### config.mk
export PLATFORM = sky130hd
export DESIGN_NAME = fifo_queue_with_purge_by_value
export DESIGN_NICKNAME = d
export VERILOG_FILES = /design/src/hdl/fqpurge_pkg.sv /design/src/hdl/fifo_queue_with_purge_by_value.sv
export SDC_FILE = /design/constraint.sdc
export NUM_CORES = 2
export LEC_CHECK = 0
export CORE_ASPECT_RATIO = 1.1
export CORE_MARGIN = 1.5
export CORE_UTILIZATION = 45
export CTS_CLUSTER_SIZE = 12
export DETAILED_ROUTE_END_ITERATION = 7
export DONT_BUFFER_PORTS = 1
export PLACE_DENSITY = 0.6
export SKIP_CTS_REPAIR_TIMING = 1
export SYNTH_ARGS = -nofsm -noshare
export SYNTH_HDL_FRONTEND = slang
export SYNTH_SLANG_ARGS = --single-unit
### constraint.sdc
create_clock -name aclk -period 4.7 [get_ports aclk]
set_input_delay 0.705 -clock aclk [delete_from_list [all_inputs] [get_ports aclk]]
set_output_delay 0.705 -clock aclk [all_outputs]
set_load 0.1 [all_outputs]
### src/hdl/fqpurge_pkg.sv
// types, constants and helpers shared by the purge fifo
package fqpurge_pkg;

    localparam int DEPTH  = 64;
    localparam int ADDR_W = $clog2(DEPTH);
    localparam int CNT_W  = $clog2(DEPTH + 1);
    localparam int WORD_W = 32;
    localparam int OUT_W  = 7;

    typedef enum logic [1:0] {
        OP_ENQUEUE = 2'd0,
        OP_DEQUEUE = 2'd1,
        OP_PURGE   = 2'd2
    } op_t;

    typedef enum logic [1:0] {
        ST_OK    = 2'd0,
        ST_FULL  = 2'd1,
        ST_EMPTY = 2'd2
    } status_t;

    typedef enum logic [1:0] {
        S_IDLE,
        S_DEQ_RD,
        S_PURGE,
        S_HOLD
    } state_t;

    // first member sits in the top bits, so data_out lands in the lowest bits
    typedef struct packed {
        logic [OUT_W-1:0]  occupancy;
        logic [OUT_W-1:0]  removed_count;
        status_t           status;
        logic [WORD_W-1:0] data_out;
    } result_t;

    localparam int RES_W = $bits(result_t);

    // circular slot of the word at offset off behind the head
    function automatic logic [ADDR_W-1:0] slot_of(input logic [ADDR_W-1:0] head,
                                                  input logic [CNT_W-1:0]  off);
        logic [CNT_W:0] sum;
        sum = (CNT_W + 1)'(head) + (CNT_W + 1)'(off);
        if (sum >= (CNT_W + 1)'(DEPTH)) begin
            sum = sum - (CNT_W + 1)'(DEPTH);
        end
        return ADDR_W'(sum);
    endfunction

    function automatic logic [ADDR_W-1:0] next_slot(input logic [ADDR_W-1:0] head);
        logic [ADDR_W-1:0] nxt;
        if (head == ADDR_W'(DEPTH - 1)) begin
            nxt = '0;
        end else begin
            nxt = head + ADDR_W'(1);
        end
        return nxt;
    endfunction

endpackage

### src/hdl/fifo_queue_with_purge_by_value.sv
// purge fifo: circular word store with enqueue, dequeue and purge by value
//
//  channel | dir | handshake          | payload
//  s_      | in  | s_tvalid/s_tready  | tuser: operation, tdata: value
//  m_      | out | m_tvalid/m_tready  | tdata: data_out, status, removed_count, occupancy
//
// enqueue, failed operations and the unused code finish in the cycle they are accepted;
// dequeue finishes in S_DEQ_RD, after the registered read of the word store
// purge reads one stored word per cycle and writes survivors back
// reset clears head, count and the output valid flag; the word store is not cleared
// an output register holds a finished result; a new beat is taken while it waits,
// and a second result stalls in S_HOLD until the output slot drains
module fifo_queue_with_purge_by_value (
    input  logic                              aclk,
    input  logic                              aresetn,
    input  logic                              s_tvalid,
    output logic                              s_tready,
    input  logic [fqpurge_pkg::WORD_W-1:0]    s_tdata,   // [31:0] value
    input  logic [1:0]                        s_tuser,   // [1:0] operation
    output logic                              m_tvalid,
    input  logic                              m_tready,
    output logic [fqpurge_pkg::RES_W-1:0]     m_tdata    // [31:0] data_out, [33:32] status,
                                                         // [40:34] removed_count,
                                                         // [47:41] occupancy
);
    import fqpurge_pkg::*;

    logic [WORD_W-1:0] mem [DEPTH];
    logic [WORD_W-1:0] mem_rdata_reg;
    logic              mem_we;
    logic              mem_re;
    logic [ADDR_W-1:0] mem_waddr;
    logic [ADDR_W-1:0] mem_raddr;
    logic [WORD_W-1:0] mem_wdata;

    state_t            state_reg, state_next;
    logic [ADDR_W-1:0] head_reg, head_next;
    logic [CNT_W-1:0]  count_reg, count_next;
    logic [CNT_W-1:0]  rd_idx_reg, rd_idx_next;
    logic [CNT_W-1:0]  kept_reg, kept_next;
    logic [CNT_W-1:0]  removed_reg, removed_next;
    logic [WORD_W-1:0] purge_val_reg, purge_val_next;
    result_t           res_reg, res_next;
    logic              m_valid_reg;
    result_t           m_data_reg;

    logic accept;
    logic out_free;
    logic done;
    logic load_out;
    op_t  op;

    assign s_tready = (state_reg == S_IDLE);
    assign accept   = s_tvalid && s_tready;
    assign out_free = !m_valid_reg || m_tready;
    assign op       = op_t'(s_tuser);
    assign m_tvalid = m_valid_reg;
    assign m_tdata  = m_data_reg;

    // word store, one write and one registered read per cycle
    always_ff @(posedge aclk) begin
        if (mem_we) begin
            mem[mem_waddr] <= mem_wdata;
        end
        if (mem_re) begin
            mem_rdata_reg <= mem[mem_raddr];
        end
    end

    // next state
    always_comb begin
        state_next = state_reg;
        unique case (state_reg)
            S_IDLE: begin
                if (accept && !done) begin
                    state_next = (op == OP_DEQUEUE) ? S_DEQ_RD : S_PURGE;
                end else if (done && !out_free) begin
                    state_next = S_HOLD;
                end
            end
            S_DEQ_RD: begin
                state_next = out_free ? S_IDLE : S_HOLD;
            end
            S_PURGE: begin
                if (done) begin
                    state_next = out_free ? S_IDLE : S_HOLD;
                end
            end
            S_HOLD: begin
                if (out_free) begin
                    state_next = S_IDLE;
                end
            end
            default: state_next = S_IDLE;
        endcase
    end

    // datapath and memory control
    always_comb begin
        logic [CNT_W-1:0] k;
        logic [CNT_W-1:0] r;
        head_next      = head_reg;
        count_next     = count_reg;
        rd_idx_next    = rd_idx_reg;
        kept_next      = kept_reg;
        removed_next   = removed_reg;
        purge_val_next = purge_val_reg;
        res_next       = res_reg;
        done           = 1'b0;
        mem_we         = 1'b0;
        mem_re         = 1'b0;
        mem_waddr      = '0;
        mem_raddr      = '0;
        mem_wdata      = s_tdata;
        k              = kept_reg;
        r              = removed_reg;
        unique case (state_reg)
            S_IDLE: begin
                if (accept) begin
                    res_next.data_out      = '0;
                    res_next.status        = ST_OK;
                    res_next.removed_count = '0;
                    res_next.occupancy     = OUT_W'(count_reg);
                    unique case (op)
                        OP_ENQUEUE: begin
                            done = 1'b1;
                            if (count_reg >= CNT_W'(DEPTH)) begin
                                res_next.status = ST_FULL;
                            end else begin
                                mem_we             = 1'b1;
                                mem_waddr          = slot_of(head_reg, count_reg);
                                count_next         = count_reg + CNT_W'(1);
                                res_next.occupancy = OUT_W'(count_reg + CNT_W'(1));
                            end
                        end
                        OP_DEQUEUE: begin
                            if (count_reg == '0) begin
                                done            = 1'b1;
                                res_next.status = ST_EMPTY;
                            end else begin
                                mem_re             = 1'b1;
                                mem_raddr          = head_reg;
                                head_next          = next_slot(head_reg);
                                count_next         = count_reg - CNT_W'(1);
                                res_next.occupancy = OUT_W'(count_reg - CNT_W'(1));
                            end
                        end
                        OP_PURGE: begin
                            if (count_reg == '0) begin
                                done = 1'b1;
                            end else begin
                                mem_re         = 1'b1;
                                mem_raddr      = head_reg;
                                rd_idx_next    = CNT_W'(1);
                                kept_next      = '0;
                                removed_next   = '0;
                                purge_val_next = s_tdata;
                            end
                        end
                        default: begin
                            done = 1'b1;
                        end
                    endcase
                end
            end
            S_DEQ_RD: begin
                res_next.data_out = mem_rdata_reg;
                done              = 1'b1;
            end
            S_PURGE: begin
                // survivors pack toward the head; the write slot never passes the read slot
                if (mem_rdata_reg == purge_val_reg) begin
                    r = removed_reg + CNT_W'(1);
                end else begin
                    mem_we    = 1'b1;
                    mem_waddr = slot_of(head_reg, kept_reg);
                    mem_wdata = mem_rdata_reg;
                    k         = kept_reg + CNT_W'(1);
                end
                kept_next    = k;
                removed_next = r;
                if (rd_idx_reg < count_reg) begin
                    mem_re      = 1'b1;
                    mem_raddr   = slot_of(head_reg, rd_idx_reg);
                    rd_idx_next = rd_idx_reg + CNT_W'(1);
                end else begin
                    done                   = 1'b1;
                    count_next             = k;
                    res_next.data_out      = '0;
                    res_next.status        = ST_OK;
                    res_next.removed_count = OUT_W'(r);
                    res_next.occupancy     = OUT_W'(k);
                end
            end
            S_HOLD: begin
                done = 1'b0;
            end
            default: begin
                done = 1'b0;
            end
        endcase
    end

    assign load_out = out_free && (done || (state_reg == S_HOLD));

    always_ff @(posedge aclk) begin
        if (!aresetn) begin
            state_reg   <= S_IDLE;
            head_reg    <= '0;
            count_reg   <= '0;
            rd_idx_reg  <= '0;
            kept_reg    <= '0;
            removed_reg <= '0;
            m_valid_reg <= 1'b0;
        end else begin
            state_reg   <= state_next;
            head_reg    <= head_next;
            count_reg   <= count_next;
            rd_idx_reg  <= rd_idx_next;
            kept_reg    <= kept_next;
            removed_reg <= removed_next;
            if (load_out) begin
                m_valid_reg <= 1'b1;
            end else if (m_tready) begin
                m_valid_reg <= 1'b0;
            end
        end
    end

    always_ff @(posedge aclk) begin
        purge_val_reg <= purge_val_next;
        res_reg       <= res_next;
        if (load_out) begin
            m_data_reg <= done ? res_next : res_reg;
        end
    end

    // queue never holds more than its capacity
    a_count_bound: assert property (@(posedge aclk) disable iff (!aresetn)
        count_reg <= CNT_W'(DEPTH))
        else $error("word count above capacity");

    // purge walk never reads past the held words
    a_walk_bound: assert property (@(posedge aclk) disable iff (!aresetn)
        (state_reg == S_PURGE) |-> (rd_idx_reg <= count_reg))
        else $error("purge read index past count");

    // every word walked so far is either kept or removed
    a_walk_balance: assert property (@(posedge aclk) disable iff (!aresetn)
        (state_reg == S_PURGE) |->
        ((CNT_W + 1)'(kept_reg) + (CNT_W + 1)'(removed_reg)
            == (CNT_W + 1)'(rd_idx_reg) - (CNT_W + 1)'(1)))
        else $error("purge kept and removed counts out of step");

    // an accepted enqueue with room grows the queue by one word
    a_enq_grow: assert property (@(posedge aclk) disable iff (!aresetn)
        (accept && (op == OP_ENQUEUE) && (count_reg < CNT_W'(DEPTH)))
        |=> (count_reg == $past(count_reg) + CNT_W'(1)))
        else $error("enqueue did not grow the queue");

endmodule

==> impl_summary.md <==
Detailed routing
The antenna violation net count after detailed routing is 0. The overall via count from detail_route is roughly 55000. The DRC violation count after routing is 0. Dividing the detail-routed wire length by the instance count gives 28.7 um. After detailed routing, the number of vias per cell comes to about 6. The iteration-0 DRC count of the detailed router is between 5000 and 6000.

The detailed-route wire length is ~260000 um. The count of TritonRoute iterations in the first routing pass is 8.

Timing
In the post-route analysis, the smallest setup slack over all paths is -121 ps. The shortest period the worst path allows is between 4000 and 5000 ps. Between clock sinks in the finished design, the worst skew comes to 38.0 ps. Setup violations remaining at the end of the flow were counted as 3. The worst slew margin relative to its limit is around 32%. After layout, the worst path uses 103% of the clock period. Setup repair after global routing could not meet its margin everywhere. The final number of hold-violating endpoints is 0.

The final hold slack is about 110 ps. At the pin with the least slew margin, the transition time is between 1000 and 1500 ps. The max-slew violation total from the final report is 0. The fmax is between 200 and 250 MHz.

Global route
Global routing consumed, over all layers together, roughly 25% of the routing resources. Entering global routing, the biggest net connects between 60 and 70 pins. Global routing used a little over two fifths of the available met2 tracks. Global routing consumed, on the met3 layer, roughly 4.2% of the routing resources.

The global-route track usage on met1 is 34.7%. The global routing stage identified its most utilized layer as met2. The leftover overflow at the end of global routing is 0. The wire length of the first global-routing pass is approximately 380000 um.

The via count of the first global-routing pass came to 53300. The number of antenna violations at the first check in global routing came to 6.

Flow run
The tool flagged a number of max-cap violations equal to 0.

Clocking
The CTS tree is done. The clock net in this run drives a total of roughly 2200 sinks. The number of clock buffers added by TritonCTS is around 210. The CTS root buffer is sky130_fd_sc_hd__clkbuf_16.

After clock tree synthesis, the clock-pin slew on the worst setup and hold paths is 60 ps. The maximum level of the CTS H-tree is 4. The insertion delay to the later sink of the worst-skew pair is about 870 ps. The clock passes through at most 3 buffers.

Synthesis
The number of synthesized flops with an enable pin is around 2200. The Yosys step of the flow raised 0 warnings. The sequential-to-total area share from yosys stat is 74.5%. sky130_fd_sc_hd__edfxtp_1 takes more of the synthesized area than any other cell.

After synthesis the cells add up to between 80000 and 90000 sq um. After technology mapping, the gate count stands at between 6000 and 7000. The cell with the most instances after synthesis is sky130_fd_sc_hd__edfxtp_1. After synthesis, the most frequently instantiated cells are sky130_fd_sc_hd__edfxtp_1, sky130_fd_sc_hd__nand2_1, sky130_fd_sc_hd__mux2i_1. The average cell area after synthesis is about 15 sq um. Counting flops and latches in the post-synthesis netlist gives approximately 2200. For this run, asynchronously set or reset flops after synthesis account for 0%. Yosys attributes the largest share of cell area to sky130_fd_sc_hd__edfxtp_1, sky130_fd_sc_hd__nand2_1, sky130_fd_sc_hd__mux2i_1. After synthesis, the largest area contributor takes up a little over 70% of total cell area. The commonest register cell after synthesis is sky130_fd_sc_hd__edfxtp_1. The distinct cell type count after synthesis is 77. Synthesis produced a netlist with a net count of 6197.

Floorplanning
Row generation in the floorplan step produced ~170 rows. The total die area is roughly 200000 sq um. The number of I/O pins is 88. In this run the horizontal extent of the chip is roughly 430 um. The initial standard-cell utilization of the core is 45.3%.

The die is between 400 and 500 um tall. The core region is 197000 sq um.

Setup path
The worst setup path is of the flop to flop kind. At the worst endpoint, the arrival time is approximately 5400 ps. The largest fanout on the critical path is 30. Data on the critical path is required at its endpoint by between 5000 and 6000 ps. The worst setup path is captured at a flop. The sort of element at the start of the critical path is a flop.

Power
Per report_power, the sequential group accounts for roughly 53% of the total. The analysis attributes to cell leakage a power of between 30 and 40 nW. Power spread over the standard cell area amounts to 499 nW/um^2.

The internal power contribution is 0.0359 W. The overall power consumption is between 0.05 and 0.06 W. Per report_power, the clock group accounts for slightly above 30% of the total. The maximum ir drop on the vdd rail is between 500 and 600 uV. The power dissipated by switching net loads is about 0.015 W. The share of total power dissipated in combinational logic is 16.0%.

In this run switching power makes up 29.9% of total power.

Layout
The finished cells cover 103000 sq um. The register with the most flip-flops in the layout has approximately 2000 of them. The post-route netlist has 13.9% of its cells at a drive strength greater than 1. The final core utilization is roughly 52%. The fill cell total of the finished layout is approximately 16000. The layout net count is roughly 6400. The synthesis-to-finish area growth is 14.7%.

Placed design
The HPWL after detailed placement is around 150000 um. The congestion estimate from routability-driven global placement came to 0.853. Before CTS, the worst setup slack after placement is -261 ps. The area after detailed placement is 96000 sq um. The count of buffers added on input and output ports is 0.

Run status
The final reports fail on negative setup slack. The run finished, with violations left.

Min path
The tightest min-delay check is of the input pin to flop type.
[stage by stage]
stage               TNS (ps)  std cells
floorplan                  0       6122
global placement       -1590       8694
detailed placement     -1460       8694
CTS                    -1170       9013
global route            -581       9050
finish                  -263       9052
[metal layers]
layer	vias to the layer above	wire, um
met1	28100	107000
met3	452	21300
met2	2510	124000
met5	-	13
met4	2	8130
li1	24000	-
[logic make-up (layout without fill, tap and decap cells)]
family | after synthesis | after routing | synth area share [%]
multiplexers | 385 | 385 | 4.53
AO/OA/AOI/OAI | 1104 | 1104 | 8.99
adder cells (fa/ha/maj) | 37 | 37 | 0.543
buffers and inverters | 409 | 741 | 2.10
other | 0 | 3 | 0
flip-flops | 2245 | 2245 | 74.5
XOR/XNOR | 64 | 64 | 0.627
AND/OR/NAND/NOR | 1878 | 1878 | 8.76
[final cells by class]
class / instances / area, sq um / share of cell area (%)
antenna: 3 / 7.51 / 0.00732
sequential: 2245 / 66600 / 64.9
timing repair buffer: 396 / 4810 / 4.69
clock inverter: 35 / 390 / 0.381
inverter: 26 / 97.6 / 0.0952
tap: 2595 / 3250 / 3.17
clock buffer: 284 / 5720 / 5.58
multi-input combinational: 3468 / 21700 / 21.1
[cell usage in the layout, fill, tap and decap left out, types with 30 or more instances in the layout]
| cell | n |
|---|---|
| sky130_fd_sc_hd__edfxtp_1 | 2160 |
| sky130_fd_sc_hd__nand2_1 | 1299 |
| sky130_fd_sc_hd__mux2i_1 | 226 |
| sky130_fd_sc_hd__buf_4 | 223 |
| sky130_fd_sc_hd__clkbuf_16 | 216 |
| sky130_fd_sc_hd__nand3_1 | 213 |
| sky130_fd_sc_hd__a21oi_1 | 207 |
| sky130_fd_sc_hd__a32oi_1 | 207 |
| sky130_fd_sc_hd__a31oi_1 | 184 |
| sky130_fd_sc_hd__mux2_2 | 159 |
| sky130_fd_sc_hd__buf_12 | 140 |
| sky130_fd_sc_hd__o221ai_1 | 117 |
| sky130_fd_sc_hd__o21ai_0 | 99 |
| sky130_fd_sc_hd__dfxtp_1 | 85 |
| sky130_fd_sc_hd__nand4_1 | 71 |
| sky130_fd_sc_hd__nor2_4 | 69 |
| sky130_fd_sc_hd__nor2_1 | 65 |
| sky130_fd_sc_hd__and3_1 | 62 |
| sky130_fd_sc_hd__clkbuf_1 | 62 |
| sky130_fd_sc_hd__xor2_1 | 54 |
| sky130_fd_sc_hd__a22oi_1 | 35 |
| sky130_fd_sc_hd__a22o_1 | 34 |
| sky130_fd_sc_hd__ha_1 | 34 |
| sky130_fd_sc_hd__nand2_2 | 33 |
| sky130_fd_sc_hd__dlygate4sd3_1 | 33 |
| sky130_fd_sc_hd__a32o_1 | 30 |
[worst paths after layout]
| path | cells after the start | slack, ps | start | to |
|---|---|---|---|---|
| worst min-delay path | 2 | 110 | aresetn | head_reg[5] |
| worst max-delay path | 13 | -120 | count_reg[6] | mem_rdata_reg[22] |
| worst max register to register | 13 | -120 | count_reg[6] | mem_rdata_reg[22] |
| worst min register to register | 2 | 460 | res_reg[40] | res_reg[40] |
[power by group through the flow]
stage / registers (W) / clock network, W / logic, W
after floorplan: 0.0274 / 0 / 0.00470
after global placement: 0.0276 / 0 / 0.00790
after detailed placement: 0.0276 / 0 / 0.00806
after CTS: 0.0272 / 0.0159 / 0.00808
after global routing: 0.0273 / 0.0166 / 0.00877
final: 0.0272 / 0.0158 / 0.00819
[worst max-delay path, stage by stage, from the launching register on]
cell	delay, ps
sky130_fd_sc_hd__dfxtp_1	510
sky130_fd_sc_hd__inv_1	180
sky130_fd_sc_hd__ha_1	350
sky130_fd_sc_hd__a21oi_1	280
sky130_fd_sc_hd__o21ai_0	200
sky130_fd_sc_hd__a21o_1	260
sky130_fd_sc_hd__a2111oi_2	610
sky130_fd_sc_hd__or2_4	360
sky130_fd_sc_hd__buf_12	250
sky130_fd_sc_hd__buf_4	300
sky130_fd_sc_hd__a32o_1	250
sky130_fd_sc_hd__o41a_1	160
sky130_fd_sc_hd__o221ai_1	450
sky130_fd_sc_hd__and3_1	330
(Power assumes the default switching activity.)
